<file path="src/sv/ipv4dq_pkg.sv">
// ----------------------------------------------------------------------------
// ipv4dq_pkg
// Shared types, constants and helpers for the dotted-quad address parser.
// ----------------------------------------------------------------------------
`default_nettype none

package ipv4dq_pkg;

	localparam int CHAR_W   = 8;
	localparam int ADDR_W   = 32;
	localparam int STATUS_W = 3;
	localparam int ACC_W    = 9;
	localparam int CNT_W    = 3;
	localparam int MAC_W    = 12;

	localparam logic [CHAR_W-1:0] DOT_CHAR = 8'h2E;
	localparam logic [CHAR_W-1:0] DIGIT_LO = 8'h30;
	localparam logic [CHAR_W-1:0] DIGIT_HI = 8'h39;

	localparam logic [ACC_W-1:0] OCTET_MAX = 9'd255;
	localparam logic [ACC_W-1:0] ACC_SAT   = 9'd256;
	localparam logic [MAC_W-1:0] MAC_SAT   = 12'd256;

	localparam logic [CNT_W-1:0] CNT_SAT     = 3'd5;
	localparam logic [CNT_W-1:0] DOT_SAT     = 3'd4;
	localparam logic [CNT_W-1:0] DOTS_NEEDED = 3'd3;
	localparam logic [CNT_W-1:0] RAW_PRIOR   = 3'd3;
	localparam int               RAW_DEPTH   = 3;

	typedef enum logic [STATUS_W-1:0] {
		ST_OK       = 3'd0,
		ST_DOTS     = 3'd1,
		ST_EMPTY    = 3'd2,
		ST_NONDIGIT = 3'd3,
		ST_RANGE    = 3'd4
	} status_t;

	typedef struct packed {
		logic [ADDR_W-1:0] addr;
		status_t           status;
	} result_t;

	function automatic status_t octet_err(input logic has_digit, input logic non_digit,
		input logic [ACC_W-1:0] acc);
		status_t err;
		if (!has_digit && !non_digit) begin
			err = ST_EMPTY;
		end else if (non_digit) begin
			err = ST_NONDIGIT;
		end else if (acc > OCTET_MAX) begin
			err = ST_RANGE;
		end else begin
			err = ST_OK;
		end
		return err;
	endfunction

endpackage

`default_nettype wire

</file>
<file path="src/sv/ipv4dq_char_if.sv">
// ----------------------------------------------------------------------------
// ipv4dq_char_if
// Character channel: one byte of the string per item, last one marked.
// ----------------------------------------------------------------------------
`default_nettype none

interface ipv4dq_char_if;
	import ipv4dq_pkg::*;

	logic              valid;
	logic              ready;
	logic [CHAR_W-1:0] char_code;
	logic              is_last;

	modport source (output valid, output char_code, output is_last, input ready);
	modport sink   (input valid, input char_code, input is_last, output ready);

endinterface

`default_nettype wire

</file>
<file path="src/sv/ipv4dq_addr_if.sv">
// ----------------------------------------------------------------------------
// ipv4dq_addr_if
// Result channel: parsed address and status, one item per string.
// ----------------------------------------------------------------------------
`default_nettype none

interface ipv4dq_addr_if;
	import ipv4dq_pkg::*;

	logic                valid;
	logic                ready;
	logic [ADDR_W-1:0]   address;
	logic [STATUS_W-1:0] status;

	modport source (output valid, output address, output status, input ready);
	modport sink   (input valid, input address, input status, output ready);

endinterface

`default_nettype wire

</file>
<file path="src/sv/ipv4dq_scan.sv">
// ----------------------------------------------------------------------------
// ipv4dq_scan
// Per-string parse state and the combinational character update; forms the
// result for the closing character.
// ----------------------------------------------------------------------------
`default_nettype none

module ipv4dq_scan (
	input  wire logic                      clk,
	input  wire logic                      arst_n,
	input  wire logic                      step,
	input  wire logic [ipv4dq_pkg::CHAR_W-1:0] char_code,
	input  wire logic                      is_last,
	output ipv4dq_pkg::result_t            result
);
	import ipv4dq_pkg::*;

	logic [CNT_W-1:0]  char_count_q;
	logic [CHAR_W-1:0] raw_q [RAW_DEPTH];
	logic [CNT_W-1:0]  dot_count_q;
	logic [ACC_W-1:0]  acc_q;
	logic              has_digit_q;
	logic              non_digit_q;
	status_t           first_err_q;
	logic [ADDR_W-1:0] addr_q;

	logic              is_dot;
	logic              is_digit;
	logic [MAC_W-1:0]  mac;
	logic [CNT_W-1:0]  char_count_n;
	logic [CNT_W-1:0]  dot_count_n;
	logic [ACC_W-1:0]  acc_n;
	logic              has_digit_n;
	logic              non_digit_n;
	status_t           first_err_n;
	logic [ADDR_W-1:0] addr_n;
	status_t           err_dot;
	status_t           err_last;
	status_t           first_fin;
	logic [ADDR_W-1:0] addr_fin;

	assign is_dot   = (char_code == DOT_CHAR);
	assign is_digit = (char_code >= DIGIT_LO) && (char_code <= DIGIT_HI);

	// acc * 10 + digit
	assign mac = ({3'b000, acc_q} << 3) + ({3'b000, acc_q} << 1)
		+ {8'h00, char_code[3:0]};

	assign err_dot = octet_err(has_digit_q, non_digit_q, acc_q);

	always_comb begin
		char_count_n = (char_count_q < CNT_SAT) ? char_count_q + 3'd1 : char_count_q;
		dot_count_n  = dot_count_q;
		acc_n        = acc_q;
		has_digit_n  = has_digit_q;
		non_digit_n  = non_digit_q;
		first_err_n  = first_err_q;
		addr_n       = addr_q;
		if (is_dot) begin
			if (dot_count_q < DOT_SAT) begin
				dot_count_n = dot_count_q + 3'd1;
			end
			if (first_err_q == ST_OK) begin
				first_err_n = err_dot;
			end
			addr_n      = {addr_q[ADDR_W-9:0], acc_q[7:0]};
			acc_n       = '0;
			has_digit_n = 1'b0;
			non_digit_n = 1'b0;
		end else if (is_digit) begin
			acc_n       = (mac > MAC_SAT) ? ACC_SAT : mac[ACC_W-1:0];
			has_digit_n = 1'b1;
		end else begin
			non_digit_n = 1'b1;
		end
	end

	// closing octet on the last character
	assign err_last  = octet_err(has_digit_n, non_digit_n, acc_n);
	assign first_fin = (first_err_n == ST_OK) ? err_last : first_err_n;
	assign addr_fin  = {addr_n[ADDR_W-9:0], acc_n[7:0]};

	always_comb begin
		if (char_count_q == RAW_PRIOR) begin
			result.addr   = {raw_q[0], raw_q[1], raw_q[2], char_code};
			result.status = ST_OK;
		end else if (dot_count_n != DOTS_NEEDED) begin
			result.addr   = '0;
			result.status = ST_DOTS;
		end else if (first_fin != ST_OK) begin
			result.addr   = '0;
			result.status = first_fin;
		end else begin
			result.addr   = addr_fin;
			result.status = ST_OK;
		end
	end

	always_ff @(posedge clk or negedge arst_n) begin
		if (!arst_n) begin
			char_count_q <= '0;
			dot_count_q  <= '0;
			acc_q        <= '0;
			has_digit_q  <= 1'b0;
			non_digit_q  <= 1'b0;
			first_err_q  <= ST_OK;
			addr_q       <= '0;
			for (int i = 0; i < RAW_DEPTH; i++) begin
				raw_q[i] <= '0;
			end
		end else if (step) begin
			if (is_last) begin
				char_count_q <= '0;
				dot_count_q  <= '0;
				acc_q        <= '0;
				has_digit_q  <= 1'b0;
				non_digit_q  <= 1'b0;
				first_err_q  <= ST_OK;
				addr_q       <= '0;
				for (int i = 0; i < RAW_DEPTH; i++) begin
					raw_q[i] <= '0;
				end
			end else begin
				char_count_q <= char_count_n;
				dot_count_q  <= dot_count_n;
				acc_q        <= acc_n;
				has_digit_q  <= has_digit_n;
				non_digit_q  <= non_digit_n;
				first_err_q  <= first_err_n;
				addr_q       <= addr_n;
				for (int i = 0; i < RAW_DEPTH; i++) begin
					if (char_count_q == CNT_W'(i)) begin
						raw_q[i] <= char_code;
					end
				end
			end
		end
	end

endmodule

`default_nettype wire

</file>
<file path="src/sv/ipv4_dotted_quad_parser.sv">
// ----------------------------------------------------------------------------
// ipv4_dotted_quad_parser
// Parses a dotted-quad string, one character per item, into a 32-bit
// address and a status; four-character strings are taken as raw octets.
//
//   channel  dir   payload              items
//   chars    sink  char_code, is_last   one per character
//   result   src   address, status      one per string, on the last char
//
// One character per cycle unless a last character meets a stalled result;
// a result passes the input register (last char), then the result register.
// The input register frees itself while the result register is full, so
// characters keep flowing until a second last character meets a stalled
// result. Reset clears all parse state and both valid flags.
// ----------------------------------------------------------------------------
`default_nettype none

module ipv4_dotted_quad_parser (
	input  wire logic     clk,
	input  wire logic     arst_n,
	ipv4dq_char_if.sink   chars,
	ipv4dq_addr_if.source result
);
	import ipv4dq_pkg::*;

	logic              valid_s1;
	logic [CHAR_W-1:0] char_s1;
	logic              last_s1;

	logic              valid_s2;
	result_t           res_s2;

	logic              out_free;
	logic              adv_s1;
	result_t           res_comb;

	assign out_free    = !valid_s2 || result.ready;
	assign adv_s1      = valid_s1 && (!last_s1 || out_free);
	assign chars.ready = !valid_s1 || adv_s1;

	ipv4dq_scan u_scan (
		.clk       (clk),
		.arst_n    (arst_n),
		.step      (adv_s1),
		.char_code (char_s1),
		.is_last   (last_s1),
		.result    (res_comb)
	);

	always_ff @(posedge clk or negedge arst_n) begin
		if (!arst_n) begin
			valid_s1 <= 1'b0;
		end else if (chars.valid && chars.ready) begin
			valid_s1 <= 1'b1;
		end else if (adv_s1) begin
			valid_s1 <= 1'b0;
		end
	end

	always_ff @(posedge clk) begin
		if (chars.valid && chars.ready) begin
			char_s1 <= chars.char_code;
			last_s1 <= chars.is_last;
		end
	end

	always_ff @(posedge clk or negedge arst_n) begin
		if (!arst_n) begin
			valid_s2 <= 1'b0;
		end else if (adv_s1 && last_s1) begin
			valid_s2 <= 1'b1;
		end else if (result.ready) begin
			valid_s2 <= 1'b0;
		end
	end

	always_ff @(posedge clk) begin
		if (adv_s1 && last_s1) begin
			res_s2 <= res_comb;
		end
	end

	assign result.valid   = valid_s2;
	assign result.address = res_s2.addr;
	assign result.status  = res_s2.status;

endmodule

`default_nettype wire

</file>
<file path="src/flat_wrapper.sv">
// flat-port wrapper written by rule: the top's interface ports become plain ports
module ipv4_dotted_quad_parser_flat import ipv4dq_pkg::*;
  (clk, arst_n, chars_valid, chars_char_code, chars_is_last, chars_ready, result_valid, result_address, result_status, result_ready);
  ipv4dq_char_if chars_i ();
  ipv4dq_addr_if result_i ();
  input  wire logic clk;
  input  wire logic arst_n;
  input wire logic [$bits(chars_i.valid)-1:0] chars_valid;
  input wire logic [$bits(chars_i.char_code)-1:0] chars_char_code;
  input wire logic [$bits(chars_i.is_last)-1:0] chars_is_last;
  output wire logic [$bits(chars_i.ready)-1:0] chars_ready;
  output wire logic [$bits(result_i.valid)-1:0] result_valid;
  output wire logic [$bits(result_i.address)-1:0] result_address;
  output wire logic [$bits(result_i.status)-1:0] result_status;
  input wire logic [$bits(result_i.ready)-1:0] result_ready;
  assign chars_i.valid = chars_valid;
  assign chars_i.char_code = chars_char_code;
  assign chars_i.is_last = chars_is_last;
  assign chars_ready = chars_i.ready;
  assign result_valid = result_i.valid;
  assign result_address = result_i.address;
  assign result_status = result_i.status;
  assign result_i.ready = result_ready;
  ipv4_dotted_quad_parser u_core (.clk(clk), .arst_n(arst_n), .chars(chars_i), .result(result_i));
endmodule
</file>
<file path="config.mk">
export PLATFORM = sky130hd
export DESIGN_NAME = ipv4_dotted_quad_parser_flat
export DESIGN_NICKNAME = d
export VERILOG_FILES = /design/src/sv/ipv4dq_pkg.sv /design/src/sv/ipv4dq_char_if.sv /design/src/sv/ipv4dq_addr_if.sv /design/src/sv/ipv4dq_scan.sv /design/src/sv/ipv4_dotted_quad_parser.sv /design/src/flat_wrapper.sv
export SDC_FILE = /design/constraint.sdc
export NUM_CORES = 1
export LEC_CHECK = 0
export BUFFER_PORTS_ARGS = -buffer_cell sky130_fd_sc_hd__buf_2
export CORE_MARGIN = 2
export CORE_UTILIZATION = 60
export CTS_BUF_LIST = sky130_fd_sc_hd__clkbuf_4 sky130_fd_sc_hd__clkbuf_8
export DETAILED_ROUTE_END_ITERATION = 8
export GPL_TIMING_DRIVEN = 1
export PLACE_DENSITY_LB_ADDON = 0.15
export SETUP_SLACK_MARGIN = 0.4
export SLEW_MARGIN = 30
export SYNTH_ARGS = -nofsm -noshare
export SYNTH_HDL_FRONTEND = slang
export SYNTH_SLANG_ARGS = --single-unit
</file>
<file path="constraint.sdc">
create_clock -name clk -period 6.3 [get_ports clk]
set_input_delay 1.575 -clock clk [delete_from_list [all_inputs] [get_ports clk]]
set_output_delay 1.575 -clock clk [all_outputs]
set_load 0.01 [all_outputs]
</file>
==> results.cfg <==
[cts]
cts.repair.resized = 0
clock_latency_ns = 0.42
cts.sinks = 114
clk_pin_slew_ns = 0.07
root_buffer = clkbuf_8
h-tree-depth = 4
cts_tree = yes
clockBufferDepth = 2
postCtsSetupBuffers = 0
postCtsHoldBufs = 0
cts_inserted_buffers = 17

[timing]
post-route-min-period_ns = 3.894
fin_setup_tns_ns = 0
finalSetupViolations = 0
finClkSkew_ns = 0.007617
finalHoldViolCount = 0
max_slew.worst_pin.slew_ns = 0.7825
slew_violations = 0
fmax_mhz = 256.8
period_share_pct = 61.81
worst_slew_margin_rel_pct = 47.78
rsz0062_at_grt = no

[logic_synthesis]
ys_types = 58
ys.warnings.count = 0
synth_commonest_cells = 85 x nand2_1, 70 x dfrtp_1, 44 x edfxtp_1, 40 x o21ai_0, 27 x mux2i_1
ys_ff_latch = 114
synth_nets = 556
synth_ff_type = dfrtp_1
synth_top_area_cell = dfrtp_1
yosysMostFrequentCell = nand2_1
synth_cells = 518
synth_top_area_share_pct = 30.21
synth_area_leaders = dfrtp_1 30%, edfxtp_1 23%, nand2_1 5.5%
synthArstFlopShare_pct = 61.40
synth.avg_cell_area_um2 = 11.19
synth-edff-count = 44
ys_seq_area_share_pct = 53.00
syn_area_um2 = 5798

[routing]
drt_iter0_drc = 288
wl_per_cell_um = 19.42
route.detailed.drc = 0
vias = 4435
dr.pass1.iters = 5
ant_nets = 0
wl_mm = 13.79
viasPerCell = 6.246

[floorplan]
start_util_pct = 62.16
rows = 35
io_pins = 50
dieArea_um2 = 10470
die_height_um = 102.3
die_w_um = 102.3
core-area_um2 = 9328

[setup_path]
cp.arrival_ns = 4.15
path_common_cell = fa_1
startpoint_type = flip-flop
cp_slowest_cell = fa_1
slowest_delay_ns = 0.57
endpoint_kind = flip-flop
crit_fanout = 17
path_buf_inv = 2
worstSetupPathType = flip-flop to flip-flop
crit_chain = fa_1 > inv_1 > fa_1 > nor2b_1 > o211ai_1 > a31o_2 > a211oi_1 > and3_1 > a31oi_4 > buf_8 > o31ai_2
critPathRequiredTime_ns = 6.56
path_delay_family = compound AO/OA/AOI/OAI gates

[global_route]
grt_max_degree = 51
grt_overflow_total = 0
antenna_found_initial = 0
grt_use_total_pct = 28.25
grt_pass1_wl_mm = 22.21
grt_pass1_vias = 4335

[status]
status = finished clean

[finish]
fin_cells = 710
drive_above_1_share_pct = 20.31
nets = 606
nFillCells = 677
area_growth_pct = 14.29
n_antenna_cell = 0

[worst_hold_path]
hold_path_class = flip-flop to flip-flop

[power_and_ir_drop]
power.leakage_nw = 2.978
power.density_nw_per_um2 = 281.1
peakVddDrop_mv = 0.1850

[placed_design]
hpwlAfterDp_mm = 9.459
port_buffers = 49
gp_congestion = 0.9344
placedCellCount = 677

[job]
maxCapViolCount = 0
## flip-flops by register name, indices dropped and copies added, names as in the netlist, 3 cells and up
name                        cells
u_core.u_scan.addr_q           24
u_core.u_scan.acc_q             9
u_core.char_s1                  8
u_core.u_scan.dot_count_q       3
u_core.u_scan.raw_q            24
u_core.u_scan.char_count_q      3
u_core.result.address          32
u_core.u_scan.first_err_q       3
u_core.result.status            3
## final cells by class
| class | instances | area [um^2] | share of cell area, % |
|---|---|---|---|
| sequential | 114 | 3073 | 46.37 |
| multi-input combinational | 361 | 2556 | 38.58 |
| timing repair buffer | 58 | 327.8 | 4.947 |
| clock buffer | 28 | 354.1 | 5.344 |
| tap | 129 | 161.4 | 2.436 |
| clock inverter | 4 | 93.84 | 1.416 |
| inverter | 16 | 60.06 | 0.9063 |
## placed cells by master, fill, tap and decap left out, types with 8 or more instances in the layout
master and n:
edfxtp_1 44, o31ai_1 14, dfrtp_1 70, o31ai_2 20, nand2_1 85, inv_1 16
nor2_1 20, ha_1 23, a22o_1 25, clkbuf_8 23, buf_2 49, a21oi_1 8
mux2i_1 27, o21ai_0 40
## power breakdown
part	total [mW]	internal (mW)	leakage, nW	switching, mW
Sequential	0.891	0.846	1.37	0.0452
Combinational	0.219	0.0732	1.37	0.146
Clock	0.753	0.477	0.232	0.276
Total	1.86	1.40	2.98	0.467
## worst reg2reg max path, stage by stage (launching register included)
cell      delay (ns)
edfxtp_1        0.49
fa_1            0.57
inv_1           0.07
fa_1            0.46
nor2b_1         0.18
o211ai_1        0.17
a31o_2          0.27
a211oi_1        0.27
and3_1          0.41
a31oi_4         0.32
buf_8           0.27
o31ai_2         0.26
## through the flow
stage	util [%]	worst slack [ns]	instance area, um^2	hold slack [ns]	power [mW]
floorplan	-	2.909	5798	0.4497	1.040
global placement	65.92	2.333	6148	0.4659	1.111
detailed placement	66.08	2.440	6163	0.4707	1.121
CTS	70.88	2.442	6611	0.4840	1.867
global route	71.04	2.202	6626	0.5164	1.939
finish	71.04	2.406	6626	0.4818	1.863
## cell families (layout without fill, tap and decap cells)
| kind of cell | Yosys count | in the layout | share of synthesized area [%] |
|---|---|---|---|
| compound gates | 152 | 152 | 20.61 |
| xor+xnor | 6 | 6 | 1.036 |
| fa+ha+maj | 25 | 25 | 5.654 |
| buf+inv | 43 | 106 | 3.172 |
| flops | 114 | 114 | 53.00 |
| mux | 27 | 27 | 4.661 |
| simple gates | 151 | 151 | 11.87 |
## layer usage
| layer | global-route usage (%) | vias to the layer above | part of all wire (%) |
|---|---|---|---|
| li1 | - | 2041 | - |
| met1 | 38.39 | 2182 | 43 |
| met2 | 44.99 | 188 | 49 |
| met3 | 6.019 | 24 | 6.5 |
| met4 | 10.87 | 0 | 2.2 |
| met5 | 0 | - | 0 |
## worst paths after layout
path,startpoint,to,slack (ns),depth (start not counted)
worst max register to register,u_core.char_s1[3],u_core.result.address[25],2.41,11
min in group asynchronous,arst_n,u_core.u_scan.addr_q[19],1.11,1
worst min-delay path,u_core.u_scan.raw_q[11],u_core.u_scan.raw_q[11],0.48,2
max in group asynchronous,arst_n,u_core.u_scan.addr_q[14],4.17,2
worst min register to register,u_core.u_scan.raw_q[11],u_core.u_scan.raw_q[11],0.48,2
worst max-delay path,u_core.char_s1[3],u_core.result.address[25],2.41,11
(Power assumes the default switching activity.)
